===== src/design/assert_macros.svh =====
// Assertion macros shared by the matcher RTL.
// Each macro expects clk_i and rst_ni in scope at the point of use.
`ifndef ASSERT_MACROS_SVH
`define ASSERT_MACROS_SVH

// property must hold at every clock edge out of reset
`define MMPBM_ASSERT(lbl, prop, msg) \
  lbl: assert property (@(posedge clk_i) disable iff (!rst_ni) prop) else $error(msg);

// condition must never be true at a clock edge out of reset
`define MMPBM_NEVER(lbl, cond, msg) \
  `MMPBM_ASSERT(lbl, !(cond), msg)

`endif


===== src/design/mmpbm_ram.sv =====
// Generic single-clock RAM, one write port and one registered read port.
// No package dependencies.
module mmpbm_ram #(
  parameter int Width = 8,
  parameter int Depth = 16
) (
  input  logic                     clk_i,
  input  logic                     we_i,
  input  logic [$clog2(Depth)-1:0] waddr_i,
  input  logic [Width-1:0]         wdata_i,
  input  logic                     re_i,
  input  logic [$clog2(Depth)-1:0] raddr_i,
  output logic [Width-1:0]         rdata_o
);

  logic [Width-1:0] mem_q [Depth];
  logic [Width-1:0] rdata_q;

  always_ff @(posedge clk_i) begin
    if (we_i) begin
      mem_q[waddr_i] <= wdata_i;
    end
    if (re_i) begin
      rdata_q <= mem_q[raddr_i];
    end
  end

  assign rdata_o = rdata_q;

endmodule


===== config.mk =====
export PLATFORM = sky130hd
export DESIGN_NAME = mmpbm_ram
export DESIGN_NICKNAME = d
export VERILOG_FILES = /design/src/design/assert_macros.svh /design/src/design/mmpbm_ram.sv
export SDC_FILE = /design/constraint.sdc
export NUM_CORES = 1
export LEC_CHECK = 0
export ABC_CLOCK_PERIOD_IN_PS = 3100
export CORE_ASPECT_RATIO = 1.1
export CORE_UTILIZATION = 65
export CTS_CLUSTER_DIAMETER = 80
export DETAILED_ROUTE_END_ITERATION = 8
export DONT_BUFFER_PORTS = 1
export HOLD_SLACK_MARGIN = 0.05
export PLACE_DENSITY = 0.81
export SYNTH_ARGS = -nofsm -noshare
export SYNTH_HDL_FRONTEND = slang
export SYNTH_SLANG_ARGS = --single-unit

===== constraint.sdc =====
create_clock -name clk_i -period 3.1 [get_ports clk_i]
set_input_delay 0.62 -clock clk_i [delete_from_list [all_inputs] [get_ports clk_i]]
set_output_delay 0.62 -clock clk_i [all_outputs]
set_load 0.01 [all_outputs]

### After elaboration in Yosys (flattened, before gate mapping)

Memory sizes are Yosys's and may differ from the RTL's. A register that Yosys moved wholly into a read port is not among the register bits.
Index checks and enable logic that the tools add are counted.

* mux-type cells: 2

Operators with widths (number)
* two-way mux 1 bit: 2

* register bits: 0
* RAM bits: 128
* bits of input ports: 19
* output and inout bits: 8
* word-level logic and storage cells: 3
* memories kept: 1

Memories
* mem_q: words 16, width 8, rd ports 1, clocked after Yosys merged registers in 1, wr ports 1, line mmpbm_ram.sv:16 `logic [Width-1:0] mem_q [Depth];`

### Longest topological paths before layout

Gate-level depths: netlist of run 1.

* word-level depth: 2
* depth in mapped cells: 5
* depth with buffers taken out: 3

### Least setup slack after synthesis of run 1

OpenSTA, ideal clock, no wires.

* path kind: input port to flip-flop
* start: input port waddr_i[2]
* end: memory mem_q[0][0], enable pin
* setup time: 0.383 ns
* data arrival time: 1.730 ns
* data required time: 2.717 ns
* slack: 0.987 ns
* stages: 2
* path buffers: 0
* cells stage by stage: or3b_2 nor3_1

RTL lines
* from (decl): line mmpbm_ram.sv:9 `input logic [$clog2(Depth)-1:0] waddr_i,`
* to (decl): line mmpbm_ram.sv:16

Straight into the memory's write port.

### Worst setup path in the final report of run 1

* start: input port waddr_i[2]
* end: memory mem_q[3][3], enable pin

Straight into the memory's write port.

==> results of run 1 <==
kinds of logic after synthesis:
kind of cell / after synthesis / share of synthesized area (%)
and+or+nand+nor: 35 / 3.14
DFF: 136 / 78.1
AOI/OAI and AO/OA: 16 / 2.30
muxes: 32 / 14.8
buffers and inverters: 10 / 1.65
worst min path at each step:
stage / slack [ps] / depth (start not counted) / from / to
global placement: 720 / 0 / wdata_i[5] / mem_q[1][5]$_DFFE_PP_
finish: 200 / 0 / wdata_i[3] / mem_q[14][3]$_DFFE_PP_
detailed placement: 720 / 0 / wdata_i[4] / mem_q[8][4]$_DFFE_PP_
CTS: 190 / 0 / wdata_i[3] / mem_q[13][3]$_DFFE_PP_
floorplan: 700 / 3 / mem_q[7][0]$_DFFE_PP_ / rdata_o[0]$_DFFE_PP_
global route: 170 / 0 / wdata_i[3] / mem_q[15][3]$_DFFE_PP_
power by group through the flow:
stage	logic [mW]	clock network, mW	registers [mW]
2_1_floorplan	0.105	0	2.12
3_3_place_gp	0.105	0	2.13
3_5_place_dp	0.106	0	2.13
4_1_cts	0.108	1.80	2.09
5_1_grt	0.115	1.89	2.09
6_report	0.107	1.79	2.09
cell type report:
type	instances	area share [%]
repair buffers	4	0.515
clock buffers	19	7.23
flip-flops and latches	136	70.0
multi-input cells	83	18.1
clock inverters	12	1.89
well taps	105	2.25
layer usage:
layer  vias up  wire length (microns)
met5         -                      0
met4         0                    204
met3        20                    736
met2       165                   4880
met1      1207                   3610
li1       1007                      -
registers in the layout, indices dropped and copies added (netlist names):
signal,flops
rdata_o,8
mem_q,128
cell usage in the layout (no fill, tap or decap), types with 3 or more instances in the layout:
cell type / n
nor3_1: 4
clkinv_2: 3
clkbuf_16: 16
mux4_1: 14
buf_4: 4
clkinv_1: 5
a22oi_1: 16
nor2_1: 13
nand2_1: 9
edfxtp_1: 136
mux4_2: 18
==> results.md, run 1 <==
- Synth area leaders: edfxtp_1, mux4_2, mux4_1
- CP startpoint kind: input pin
- Cell with the most instances after synthesis: edfxtp_1
- Routability congestion estimate from global placement: 0.758
- First-pass detailed-route iteration total: 5
- Final ANT Viol Nets: 0
- Buf/Inv on CP: 0
- Initial antenna violation count: 0
- GR peak layer: met2
- Overall power: 3.98 mW
- Path type of the worst min-delay path: in2reg
- Synth Net Count: 248
- Worst setup endpoint: mem_q[3][3]$_DFFE_PP_
- Yosys warns: 0
- FF+latch count, synth: 136
- Max-cap violations: 0
- Required time of the worst setup path: 3240 ps
- CP Max Fanout: 8
- Port-buffer cells: 0
- # H-tree levels: 4
- # setup viols final: 0
- Post-cts sizing count: 0
- WL/cell: 26.3 microns
- Initial core utilization: 68.4%
- Area Overhead vs Synth: 11.6%
- Sequential area share after synthesis: 78.1%
- CP Cell Sequence: or3b_2 > nor2_1
- Number of library cell types mapped by synthesis: 18
- Status: complete, no violations
- Routed wire length: 9.43 mm
- Dpl cells: 328
- CTS Buffer Depth: 2
- Most frequent cells after synthesis: edfxtp_1, mux4_2, a22oi_1, mux4_1, nor2_1
- Worst reg2reg endpoint: rdata_o[2]$_DFFE_PP_
- VDD IR-drop max: 0.575 mV
- Met3 Use GR: 8.58%
- Largest net degree at the start of global routing: 33
- Fin Hold WS: 202 ps
- Post-CTS Setup Inserts: 0
- Dpl hpwl: 5.52 mm
- Tcrit/Tclk final: 50.7%
- Worst path top cell family by delay: simple AND/OR/NAND/NOR gates
- Share of Yosys cell area claimed by the top area cell type: 78.1%
- FF-to-FF path depth: 3
- Area taken by multi-input logic gates: 0.00106 sq mm
- Fin. max-slew vios: 0
- First-pass GRT wire length: 14.1 mm
- PwrDens: 683 mW/mm^2
- Layout cells sized above 1: 18.5%
- DR vias: 2399
- Setup WS pre-CTS: 1020 ps
- RSZ-0062 raised after global routing: false
- Critical path class: in2reg
- Average cell area after synthesis: 22.8 sq um
- CTS sink cnt: 136
- Ys async rst share: 0%
- Worst R2R Setup Slack: 1550 ps
- Tmin final: 1570 ps
- Worst Setup SP: waddr_i[2]
- Core area: 0.00764 sq mm
- Internal Power: 3.25 mW
- Antenna diode count: 0
- Fin util: 76.4%
- Clk pin slew, worst setup/hold paths: 60 ps
- WP data arrival: 1710 ps
- Yosys top cell by area: edfxtp_1
- Die H: 96.1 microns
- Filler Cell Count: 395
- Clock power share: 44.8%
- Number of flops mapped to enable cells by yosys: 136
- I/O pin cnt: 27
- TritonCTS buffer count: 17
- Initial drt markers: 222
- Final hold vios: 0
- Grt total ovfl: 0
- TNS Setup: 0 ps
- Worst slew pin tran: 888 ps
- Mapped Cells: 229
- Switch Pwr: 0.732 mW
- Slew HR: 40.6%
- # nets final: 261
- Slowest CP cell: nor2_1
- Placed cell areas: 0.00530 sq mm
- Gate power share: 2.7%
- Grt met2 use: 41.0%
- Num rows: 33
- CTS tree: built
- Pleak: 1.89 nW
- CTS Hold Bufs: 0
- F_max: 636 MHz
- Crit end category: flop
- DIE AREA: 0.00841 sq mm
- Sequential power share: 52.5%
- Net Sw Frac: 18.4%
- Clk_skew: 6.89 ps
- Number of global-route vias before repair: 2415
- Die Wd: 87.5 microns
- DRC: 0
- Sequential Area: 0.00408 sq mm
- Met1 Use GR: 34.0%
- CTS root buf: clkbuf_8
- Synthesized area: 0.00523 sq mm
- RR Startpoint: mem_q[3][2]$_DFFE_PP_
- Synth Flop Type: edfxtp_1
- Final Cell Area: 0.00583 sq mm
- Total GRT Usage: 26.0%
- Final worst setup slack: 1530 ps
- Clk Latency, worst-skew pair: 510 ps
- Worst path max stage delay: 590 ps
- Routed vias/inst: 6.68
- Crit. path cell count: 2
- Layout Cells excl Fill: 359
Note: power is estimated with default switching activity, not from simulation.
==> inputs of run 2 (changes only) <==
ABC_CLOCK_PERIOD_IN_PS = 1400   (was 3100)
CORE_UTILIZATION = 56   (was 65)
PLACE_DENSITY = 0.74   (was 0.81)
clock period = 1.4 ns   (was 3.1 ns; I/O delays follow)
==> run 2 against run 1 <==
  * Register-to-register slack worse by 1600 ps
  * Critical path type is now reg2reg
  * Utilization is 7.2 points lower
  * The run now ends with setup timing left
  * Largest power group is now clock
  * Count of clock-buffer cells in the layout is 1 higher
  * Via count hardly changed
==> results.md, run 2 (synthesized netlist as in run 1, its figures left out) <==
- Core area: 0.00896 sq mm (+17%)
- Max-cap violations: 0 (unchanged)
- Num rows: 36 (+9.1%)
- Largest reg by FF count: mem_q
- Routability congestion estimate from global placement: 0.767 (+1.2%)
- Required time of the worst setup path: 1650 ps (-1590 ps)
- First-pass detailed-route iteration total: 4 (-1)
- CTS tree: built
- Total GRT Usage: 23.1% (-2.9 points)
- Tmin final: 1440 ps
- Antenna diode count: 0 (unchanged)
- Clk pin slew, worst setup/hold paths: 60 ps (about the same)
- Post-CTS Setup Inserts: 0 (unchanged)
- VDD IR-drop max: 1.02 mV (+78%)
- TNS Setup: -45.9 ps (-45.9 ps)
- WP data arrival: 1690 ps (-20 ps)
- Failing checks: setup timing
- Sequential power share: 47.2% (-5.3 points)
- Clk_skew: 8.75 ps (+1.85 ps)
- Clock power share: 49.3% (+4.5 points)
- Commonest non-fill, non-tap cell in the layout: edfxtp_1
- Routed vias/inst: 6.09 (-8.8%)
- CP Max Fanout: 1 (-7)
- Dpl hpwl: 5.98 mm (+8.3%)
- Layout cells sized above 1: 34.3% (+16 points)
- Initial core utilization: 58.3% (-10 points)
- Largest net degree at the start of global routing: 33 (unchanged)
- I/O pin cnt: 27 (unchanged)
- Worst slew pin tran: 948 ps (+59.8 ps)
- Area Overhead vs Synth: 18.6%
- Fin. max-slew vios: 0 (unchanged)
- Most frequent cells in the layout: edfxtp_1, mux4_2, buf_4
- TritonCTS buffer count: 17 (unchanged)
- Critical path class: reg2reg
- Port-buffer cells: 0 (unchanged)
- Routed wire length: 10.0 mm (+6.4%)
- Status: finished, violations left
- Die Wd: 94.1 microns (+7.6%)
- Initial antenna violation count: 0 (unchanged)
- Grt total ovfl: 0 (unchanged)
- First-pass GRT wire length: 14.9 mm (+5.3%)
- CTS root buf: clkbuf_8
- Slew HR: 36.6% (-4.0 points)
- Die H: 103 microns (+7.6%)
- Fin util: 69.2% (-7.2 points)
- CTS Buffer Depth: 2 (unchanged)
- Crit end category: flop
- Net Sw Frac: 18.4% (about the same)
- Number of global-route vias before repair: 2535 (+5.0%)
- Pleak: 2.02 nW (+7.2%)
- DRC: 0 (unchanged)
- Final hold vios: 0 (unchanged)
- Fin Hold WS: 101 ps (-101 ps)
- Path type of the worst min-delay path: in2reg
- PwrDens: 1580 mW/mm^2 (+130%)
- Internal Power: 8.02 mW (+150%)
- # nets final: 286 (+9.6%)
- WL/cell: 25.5 microns (-3.0%)
- RSZ-0062 raised after global routing: true
- Tcrit/Tclk final: 103%
- # H-tree levels: 4 (unchanged)
- Max reg flops: 128 (unchanged)
- # setup viols final: 2 (+2)
- Gate power share: 3.6% (+0.9 points)
- F_max: 694 MHz
- DR vias: 2400 (+0.042%)
- Clk Latency, worst-skew pair: 520 ps (about the same)
- CTS sink cnt: 136 (unchanged)
- Final worst setup slack: -41.3 ps (-1570 ps)
- Initial drt markers: 194 (-13%)
- DIE AREA: 0.00973 sq mm (+16%)
- Switch Pwr: 1.81 mW (+150%)
- CP startpoint kind: flop
- Final ANT Viol Nets: 0 (unchanged)
-- run 2: path summary, 6_finish.rpt --
path,slack (ps),startpoint,to,cells after the start
max,-40,mem_q[3][4]$_DFFE_PP_,rdata_o[4]$_DFFE_PP_,3
min,100,waddr_i[1],mem_q[0][0]$_DFFE_PP_,2
max reg2reg,-40,mem_q[3][4]$_DFFE_PP_,rdata_o[4]$_DFFE_PP_,3
min reg2reg,770,mem_q[12][3]$_DFFE_PP_,rdata_o[3]$_DFFE_PP_,3
-- run 2: area by class of cell --
type                    count  area [sq um]
fillers                   530          2760
well taps                 114           143
multi-input cells          83          1080
flip-flops and latches    136          4080
clock inverters            12           224
clock buffers              20           425
repair buffers             29           240
-- run 2: repair_timing --
item,4_1_cts,5_1_grt
pin swaps,1,6
hold endpoints to repair,136,0
hold buffers,9,0
setup endpoints to repair,8,8
resized for setup,10,2
-- run 2: per-stage QoR --
step | setup slack, ps | instance area (sq um) | power (mW) | instances
detailed placement | -82.9 | 5430 | 4.97 | 353
global route | -53.0 | 6200 | 10.1 | 394
global placement | -47.1 | 5430 | 4.96 | 353
floorplan | -99.0 | 5260 | 4.95 | 229
finish | -41.3 | 6200 | 9.82 | 394
CTS | -37.3 | 6190 | 9.86 | 394
-- run 2: worst max-delay path: stages (launching register included) --
cell and delay, ps:
edfxtp_1 370, mux4_2 490, a22oi_2 210, nand2_1 100
-- run 2: power groups by stage --
| stage | clock network, mW | logic (mW) | registers [mW] |
|---|---|---|---|
| after floorplan | 0 | 0.254 | 4.70 |
| after global placement | 0 | 0.252 | 4.71 |
| after detailed placement | 0 | 0.257 | 4.72 |
| after CTS | 4.88 | 0.350 | 4.63 |
| after global routing | 5.06 | 0.376 | 4.64 |
| final | 4.84 | 0.352 | 4.63 |
-- run 2: per-layer routing --
layer / track usage, % / part of all wire [%] / vias up
met1: 29.7 / 41 / 1238
met2: 36.3 / 51 / 105
met5: 0 / 0 / -
met3: 8.33 / 7.6 / 10
li1: - / - / 1047
met4: 9.59 / 1.0 / 0
