### config.mk
export PLATFORM = sky130hd
export DESIGN_NAME = mmpbm_check
export DESIGN_NICKNAME = d
export VERILOG_FILES = /design/src/design/assert_macros.svh /design/src/design/mmpbm_pkg.sv /design/src/design/mmpbm_check.sv
export SDC_FILE = /design/constraint.sdc
export NUM_CORES = 1
export LEC_CHECK = 0
export BUFFER_PORTS_ARGS = -buffer_cell sky130_fd_sc_hd__buf_2
export CAP_MARGIN = 40
export CORE_AREA = 2 2 430 432
export DETAILED_ROUTE_END_ITERATION = 16
export DIE_AREA = 0 0 432 434
export SYNTH_ARGS = -nofsm -noshare
export SYNTH_HDL_FRONTEND = slang
export SYNTH_SLANG_ARGS = --single-unit
### constraint.sdc
create_clock -name clk_i -period 1.8 [get_ports clk_i]
set_input_delay 0.36 -clock clk_i [delete_from_list [all_inputs] [get_ports clk_i]]
set_output_delay 0.36 -clock clk_i [all_outputs]
set_load 0.1 [all_outputs]
### src/design/assert_macros.svh
// Assertion macros shared by the matcher RTL.
// Each macro expects clk_i and rst_ni in scope at the point of use.
`ifndef ASSERT_MACROS_SVH
`define ASSERT_MACROS_SVH

// property must hold at every clock edge out of reset
`define MMPBM_ASSERT(lbl, prop, msg) \
  lbl: assert property (@(posedge clk_i) disable iff (!rst_ni) prop) else $error(msg);

// condition must never be true at a clock edge out of reset
`define MMPBM_NEVER(lbl, cond, msg) \
  `MMPBM_ASSERT(lbl, !(cond), msg)

`endif

### src/design/mmpbm_pkg.sv
// Shared constants, codes and structs of the signature matcher.
// No dependencies; imported by mmpbm_if, mmpbm_window, mmpbm_check and the core.
package mmpbm_pkg;

  localparam int NumPatterns   = 16;
  localparam int MaxPatternLen = 64;
  localparam int PositionBits  = 24;
  localparam int GapLen        = 4;

  localparam int KindW      = 2;
  localparam int SlotFieldW = 4;
  localparam int BytePosW   = 6;
  localparam int ByteW      = 8;
  localparam int LenFieldW  = 7;
  localparam int GapOffW    = 6;
  localparam int HeaderW    = 16;
  localparam int StartW     = 24;

  localparam int SlotW = (NumPatterns > 1) ? $clog2(NumPatterns) : 1;
  localparam int IdxW  = $clog2(MaxPatternLen);
  localparam int LenW  = $clog2(MaxPatternLen + 1);
  localparam int RowW  = MaxPatternLen * ByteW;
  localparam int ScanW = $clog2(NumPatterns + 1);
  localparam int CmpW  = (PositionBits > HeaderW) ? PositionBits : HeaderW;

  typedef enum logic [KindW-1:0] {
    KindLoadByte = 2'd0,
    KindSetDesc  = 2'd1,
    KindImage    = 2'd2,
    KindRestart  = 2'd3
  } kind_e;

  typedef struct packed {
    logic             shift;
    logic             clear;
    logic [ByteW-1:0] data;
  } win_ctrl_t;

  typedef struct packed {
    logic                    valid;
    logic [SlotW-1:0]        slot;
    logic [LenW-1:0]         len;
    logic                    has_gap;
    logic [GapOffW-1:0]      gap_off;
    logic                    ok;
    logic [PositionBits-1:0] start;
  } probe_t;

  typedef struct packed {
    logic                    hit;
    logic [SlotW-1:0]        slot;
    logic [PositionBits-1:0] start;
  } hit_t;

endpackage

### src/design/mmpbm_check.sv
// Compare stage: registers the aligned window and byte mask of one slot,
// then checks them against the signature row. Depends on mmpbm_pkg.
module mmpbm_check import mmpbm_pkg::*; (
  input  logic            clk_i,
  input  logic            rst_ni,
  input  probe_t          probe_i,
  input  logic [RowW-1:0] aligned_i,
  input  logic [RowW-1:0] sig_i,
  output hit_t            hit_o
);

  logic                     valid_q;
  logic                     ok_q;
  logic [SlotW-1:0]         slot_q;
  logic [PositionBits-1:0]  start_q;
  logic [MaxPatternLen-1:0] mask_d, mask_q;
  logic [RowW-1:0]          win_q;
  logic [MaxPatternLen-1:0] eq;

  always_comb begin
    for (int p = 0; p < MaxPatternLen; p++) begin
      mask_d[p] = (p < int'(probe_i.len)) &&
                  !(probe_i.has_gap && p >= int'(probe_i.gap_off) &&
                    p < int'(probe_i.gap_off) + GapLen);
    end
  end

  always_ff @(posedge clk_i or negedge rst_ni) begin
    if (!rst_ni) begin
      valid_q <= 1'b0;
    end else begin
      valid_q <= probe_i.valid;
    end
  end

  always_ff @(posedge clk_i) begin
    if (probe_i.valid) begin
      ok_q    <= probe_i.ok;
      slot_q  <= probe_i.slot;
      start_q <= probe_i.start;
      mask_q  <= mask_d;
      win_q   <= aligned_i;
    end
  end

  always_comb begin
    for (int p = 0; p < MaxPatternLen; p++) begin
      eq[p] = (sig_i[p*ByteW +: ByteW] == win_q[p*ByteW +: ByteW]) || !mask_q[p];
    end
  end

  assign hit_o.hit   = valid_q && ok_q && (&eq);
  assign hit_o.slot  = slot_q;
  assign hit_o.start = start_q;

endmodule

======== Word-level counts from Yosys, hierarchy flattened ========
Index checks and enable logic that the tools add are counted.
word-level totals
  bits in registers ....................... 606
  input bits .............................. 1070
  output and inout bits ................... 29
  word-level logic and storage cells ...... 648
operators by class
  $add $sub $neg .......................... 1
  $lt $le $gt $ge ......................... 191
  equality and inequality tests ........... 64
  reductions and logical operators ........ 386
operators with widths
  operator                                                              count
  7-bit by 32-bit < comparator with 1-bit output, first input constant  31
  8-bit == test                                                         64
  6-bit by 32-bit < comparator with 1-bit output, first input constant  16
  5-bit by 32-bit < comparator with 1-bit output, first input constant  8
  6-bit by 7-bit < comparator with 1-bit output, first input constant   33
  1-bit logical AND                                                     193
  6-bit >= comparator, first input constant                             31
  1-bit logical NOT                                                     128
  4-bit by 32-bit < comparator with 1-bit output, first input constant  4
  5-bit by 7-bit < comparator with 1-bit output, first input constant   16
  5-bit by 6-bit >= comparator with 1-bit output, first input constant  16
  1-bit logical OR                                                      64
  3-bit by 32-bit < comparator with 1-bit output, first input constant  2
  64-bit AND reduction                                                  1
  4-bit by 7-bit < comparator with 1-bit output, first input constant   8
  4-bit by 6-bit >= comparator with 1-bit output, first input constant  8
  1-bit by 32-bit < comparator with 1-bit output, first input constant  1
  2-bit by 32-bit < comparator with 1-bit output, first input constant  1
  3-bit by 7-bit < comparator with 1-bit output, first input constant   4
  3-bit by 6-bit >= comparator with 1-bit output, first input constant  4
  1-bit by 7-bit < comparator with 1-bit output, first input constant   2
  2-bit by 7-bit < comparator with 1-bit output, first input constant   2
  1-bit by 6-bit >= comparator with 1-bit output, first input constant  2
  2-bit by 6-bit >= comparator with 1-bit output, first input constant  2
  6-bit by 3-bit adder with 7-bit output, second input constant         1

======== Longest topological paths before layout ========
Gate-level depths: netlist of run 1.
  depth in word-level cells ............... 5
  mapped depth ............................ 9
  mapped depth without buffers ............ 7

======== Worst setup path after synthesis of run 1 ========
OpenSTA, ideal clock, no wires.
  kind .................................... register -> output
  from .................................... register win_q[283]
  to ...................................... output hit_o[28] (netlist bit)
  data arrival time ....................... 2.973 ns
  required time ........................... 1.440 ns
  slack ................................... -1.533 ns
  stages on the path, launching flop included .. 8
  path buffers ............................ 0
  cell sequence ........................... edfxtp_1 xnor2_1 nand4_1 o21ai_0 nand4_1 nor4_1 nand3_1 nor4_2
RTL lines
  what                    RTL line           text
  start, declared         mmpbm_check.sv:17  logic [RowW-1:0] win_q;
  start signal, assigned  mmpbm_check.sv:42  win_q <= aligned_i;
  end, declared           mmpbm_check.sv:9   output hit_t hit_o

==> summary.txt, run 1 <==
Syn Area/Cell = 15.4 um2
First-pass GRT wire length = 197000 um
Distinct cells, synth = 53
Layout area overhead = 72.4%
Placed instance count = 5390
Seq/Total Area, Yosys = 70.0%
Dpl hpwl = 128000 um
Clock Path Buffers = 3
Pwr Density = 894 mW/mm2
Setup TNS Final = -2.40 ns
Syn Nets = 2764
Slew Limit Fails = 0
Routed wire length = 153000 um
Leak = 17.1 nW
Tmin final = 4.11 ns
RSZ-0062 raised after global routing = true
Netlist Area Pre-Place = 0.0260 mm2
FFs w/ async S/R, synth = 0.165%
Yosys top cell area share = 69.9%
Vias in the first global route = 23.8k
Largest net degree at the start of global routing = 53
Vias per cell = 3.76
Area leader, netlist = edfxtp_1
CTS tree = yes
Finish-stage setup viols = 2
Worst Max-Slew Pin Slew = 0.770 ns
Die X = 432 um
HP Class = in2async
Most frequent cell after synthesis = edfxtp_1
CTS Buf Count = 77
Rel. slew slack = 48.7%
Fin cells = 6107
Synth Instances = 1689
Std-Cell Core Area = 0.182 mm2
Initial DRC count = 2023
Nets = 4700
DR vias = 23.0k
# DRC = 0
Violated checks = negative setup slack
Overflow after GRT = 0
Max frequency = 243 MHz
Post-synth top flop = edfxtp_1
I/O pins = 1099
WP data required = 1.44 ns
Final clock period utilization by the worst path = 228%
Initial antenna violation count = 115
Status = finished with violations
Die Span Y = 434 um
Crit path launch type = flip-flop
Critical Path AT = 3.75 ns
CTS Root Cell = clkbuf_16
Die area = 0.187 mm2
Worst IR Drop VDD = 0.000738 V
Final WS setup = -2.31 ns
Drt pass-1 iters = 8
Number of synthesized flops with an enable pin = 605
Total global-route track usage = 15.7%
Cell Rows = 157
Max-cap violations = 0
Synth top area cells = edfxtp_1 (70%), xnor2_1 (17%), nand4_1 (3.4%)
Crit. End Element = output pin
YS warnings = 0
Top cells by count, synth = edfxtp_1 (605), xnor2_1 (496), nand4_1 (140)
Clock slew at reported path FFs = 0.06 ns
# port buffers = 1098
GPL Wtd Cong = 0.950
Routed Antenna Nets = 0
Fraction of layout cells with a size suffix above 1 = 41.0%
H-tree depth = 3
Sink Count = 606
Yosys reg bits = 606
Initial Util = 14.2%
Max FO, Critical Path = 1
Final hold violations = 0
Critical path type = reg2out
Avg WL per Cell = 25.1 um
routing by layer:
layer,vias up,wire length [um],global-route usage (%)
met3,284,13100,4.23
met2,1146,74700,26.2
met5,-,250,0
li1,10300,-,-
met4,42,6000,6.98
met1,11200,59200,18.8
worst max-delay path: stages, from the launching register on:
cell and delay [ns]:
edfxtp_1 0.48, xnor2_1 0.21, nand4_1 0.39, o21ai_1 0.28, nand4_1 0.16, buf_4 0.17
nor4_1 0.29, buf_4 0.19, nand3_2 0.14, nor4_4 0.48, buf_12 0.25
cell type report:
cell class,count,area [um2]
fill,19200,138000
tap,2385,2980
clock buffer,93,2030
sequential,606,18200
multi-input combinational,1030,7700
inverter,8,30.0
timing repair buffer,1902,13300
antenna,38,95.1
clock inverter,45,510
cells by family (layout without fill, tap and decap cells):
logic type	count (synthesis)	in the layout	share of synthesized area (%)
other	0	38	0
xor gates and xnor gates	513	513	17.3
adders and majority gates	5	5	0.241
buffers and inverters	53	2048	0.991
and+or+nand+nor	259	259	5.61
AOI/OAI and AO/OA	253	253	5.89
DFF	606	606	70.0
how the worst max path moves through the flow:
| stage | startpoint | slack [ns] | cells past startpoint | to |
|---|---|---|---|---|
| 2_1_floorplan | win_q[489] | -0.91 | 6 | hit_o[28] |
| 3_3_place_gp | win_q[500] | -2.22 | 10 | hit_o[28] |
| 3_5_place_dp | win_q[497] | -2.21 | 10 | hit_o[28] |
| 4_1_cts | win_q[497] | -2.48 | 9 | hit_o[28] |
| 5_1_grt | win_q[503] | -2.45 | 9 | hit_o[28] |
| 6_report | win_q[324] | -2.31 | 10 | hit_o[28] |
state kept, by name, summed over array words and instances, names as in the netlist:
name     count
valid_q      1
ok_q         1
mask_q      64
slot_q       4
win_q      512
start_q     24
where the power goes:
part / internal [mW] / leakage [nW] / switching (mW) / total, mW
clock: 9.25 / 1.23 / 6.74 / 16.0
sequential: 16.9 / 5.94 / 0.757 / 17.6
combinational: 3.37 / 9.92 / 3.11 / 6.49
total: 29.5 / 17.1 / 10.6 / 40.1
timing repair:
item	in CTS	in global routing
pin swaps	15	8
resized for setup	46	10
hold buffers	543	0
setup buffers	0	0
hold endpoints to repair	543	0
setup endpoints to repair	29	8
layout by cell type (no fill, tap or decap), drive strengths merged, types with 12 or more instances in the layout:
cell type    synthesis  final
clkbuf              21     93
dlygate4sd3          0    543
edfxtp             605    605
xnor2              497    497
a221oi              18     18
diode                0     38
buf                 24   1359
nor2                27     27
nand2               43     43
clkinv               0     28
inv                  8     12
a21oi               81     81
xor2                16     16
o21ai               96     96
nand4              140    140
per-stage QoR:
stage | worst slack [ns] | area, um2 | utilization [%] | power (mW) | hold WS, ns
after floorplan | -0.912 | 26000 | - | 19.7 | 0.0644
after global placement | -2.22 | 36600 | 20.0 | 23.2 | 0.139
after detailed placement | -2.21 | 36600 | 20.0 | 23.3 | 0.140
after CTS | -2.48 | 44700 | 24.5 | 40.7 | 0.0388
after global routing | -2.45 | 44800 | 24.5 | 41.7 | 0.0763
final | -2.31 | 44800 | 24.6 | 40.1 | 0.0974
(Power assumes the default switching activity.)
==> run 2, diff against run 1 <==
ABC_AREA = 1   (was not set)
==> run 2 against run 1 <==
The flow still finishes with violations (negative setup slack). Area after synthesis is 6.1% higher. Utilization is 1.0 points higher. Largest cell class unchanged. Largest power group unchanged. Total power is 1.0% higher. Sequential power hardly changed. Global-route usage is 0.089 points lower.
==> summary.txt, run 2 <==
Status = finished with violations
Violated checks = negative setup slack
Tmin final = 3.31 ns
Post-CTS Setup Bufs = 0
Syn Nets = 3425
Critical path type = reg2out
Top cells by count, synth = edfxtp_1 (605), nand2_1 (578), xnor2_1 (404)
Nets = 5398
YS warnings = 0
# DRC = 0
RSZ-0062 raised after global routing = true
Dpl hpwl = 128000 um
Area leader, netlist = edfxtp_1
# port buffers = 1098
Setup WS pre-CTS = -1.49 ns
Number of synthesized flops with an enable pin = 605
Distinct cells, synth = 46
Std-Cell Core Area = 0.182 mm2
Max frequency = 302 MHz
Initial DRC count = 1832
Avg WL per Cell = 22.5 um
CTS Root Cell = clkbuf_16
Clock Path Buffers = 3
HP Class = in2async
Pwr Density = 868 mW/mm2
Clock slew at reported path FFs = 0.06 ns
Seq/Total Area, Yosys = 65.9%
Drt pass-1 iters = 5
Most frequent cell after synthesis = edfxtp_1
Syn Area/Cell = 11.7 um2
Die Span Y = 434 um
Synth top area cells = edfxtp_1 (66%), xnor2_1 (13%), nand2_1 (7.9%)
Max stage delay on crit path = 0.49 ns
Leak = 19.4 nW
Crit. End Element = output pin
Placement Cell Area = 0.0383 mm2
Total global-route track usage = 15.6%
Routed Antenna Nets = 0
Top Registers = win_q (512), mask_q (64), start_q (24)
Util after Layout = 25.6%
DR vias = 25.3k
Final hold violations = 0
Crit path launch type = flip-flop
CTS Buf Count = 78
Setup TNS Final = -1.51 ns
Max-cap violations = 0
Fin cells = 6785
Most common cell after layout, fill and taps aside = buf_2
Worst path slowest cell = edfxtp_1
First-pass GRT wire length = 199000 um
Max reg flops = 512
Vias per cell = 3.73
WP data required = 1.44 ns
Layout area overhead = 69.2%
Slew Limit Fails = 0
Max FO, Critical Path = 1
Worst IR Drop VDD = 0.00109 V
Fraction of layout cells with a size suffix above 1 = 36.0%
Yosys reg bits = 606
Critical Path AT = 2.95 ns
Rel. slew slack = 56.8%
Initial antenna violation count = 61
Post-synth top flop = edfxtp_1
H-tree depth = 3
Finish-stage setup viols = 1
FFs w/ async S/R, synth = 0.165%
Routed wire length = 153000 um
Final WS setup = -1.51 ns
Overflow after GRT = 0
Cell Rows = 157
Vias in the first global route = 26.1k
CTS tree = yes
Most frequent cells in the layout = buf_2 (1068), edfxtp_1 (605), nand2_1 (561)
Finished Cell Area = 0.0467 mm2
Die area = 0.187 mm2
GPL Wtd Cong = 0.983
Worst Max-Slew Pin Slew = 0.646 ns
Initial Util = 15.1%
Yosys top cell area share = 65.8%
Die X = 432 um
Fin Hold WS = 0.0826 ns
Placed instance count = 6088
Critical path cell sequence = xnor2_1, nand4_1, o21ai_2, buf_6, nand3_4, nor2_4, nand3_4, nor2_4, buf_12
Synth Instances = 2350
Sink Count = 606
I/O pins = 1099
Netlist Area Pre-Place = 0.0276 mm2
Final clock period utilization by the worst path = 184%
Top reg by flops = win_q
Total power = 40.5 mW
Largest net degree at the start of global routing = 46
run 2: cell types whose count changed in the layout (fill, tap and decap cells not counted), moves of 21 or more:
| cell | previous run | this run |
|---|---|---|
| nor2_1 | 25 | 190 |
| or2_2 | 3 | 27 |
| xnor2_1 | 491 | 398 |
| nand2_1 | 40 | 561 |
| nand3_1 | 5 | 40 |
| o21ai_0 | 76 | 55 |
| a21oi_1 | 77 | 24 |
| nand4_1 | 140 | 26 |
| inv_1 | 6 | 228 |
run 2: path summary, 6_finish.rpt:
check,cells after the start,from,to
hold / removal,2,rst_ni,valid_q
max in group asynchronous,2,rst_ni,valid_q
min in group clk_i,4,probe_i[33],mask_q[49]
setup / recovery,9,win_q[127],hit_o[28]
run 2: final cells by class:
type                       instances  area, um2
antenna                           19       47.5
clock buffer                      86       2020
clock inverter                    52        526
fill                           19300     136000
inverter                         236        895
multi-input combinational       1491       8680
sequential                       606      18200
tap                             2385       2980
timing repair buffer            1910      13300
run 2: logic make-up (layout without fill, tap and decap cells):
logic type / count (synthesis) / count (layout) / synth area share (%)
flip-flops: 606 / 606 / 65.9
XOR/XNOR: 421 / 421 / 13.4
adder cells (fa/ha/maj): 5 / 5 / 0.227
AND/OR/NAND/NOR: 903 / 903 / 13.2
AO/OA/AOI/OAI: 162 / 162 / 3.67
buffers and inverters: 253 / 2284 / 3.55
other: 0 / 19 / 0
run 2: per-layer routing:
metal  track usage, %  up-vias  wire, um  share of wire (%)
li1                 -    11900         -                  -
met1             18.5    12000     60400                 40
met2             27.4     1123     76600                 50
met3             3.76      264     10500                6.9
met4             5.16       28      5170                3.4
met5                0        -       180               0.12
run 2: what timing repair did:
action,in CTS,in global routing
resized for setup,73,28
pin swaps,17,21
hold buffers,542,0
endpoints found under the setup margin,29,6
gates cloned,0,0
hold endpoints to repair,542,0
run 2: worst max-delay path, delay by kind of cell (launching register included):
kind	cells	cell delay, ns
simple gates	5	0.93
flops	1	0.49
buf+inv	2	0.34
compound gates	1	0.27
xor+xnor	1	0.21
run 2: report_power, final:
part / internal [mW] / switching, mW
logic: 3.40 / 3.46
clock network: 9.41 / 6.65
registers: 16.9 / 0.720
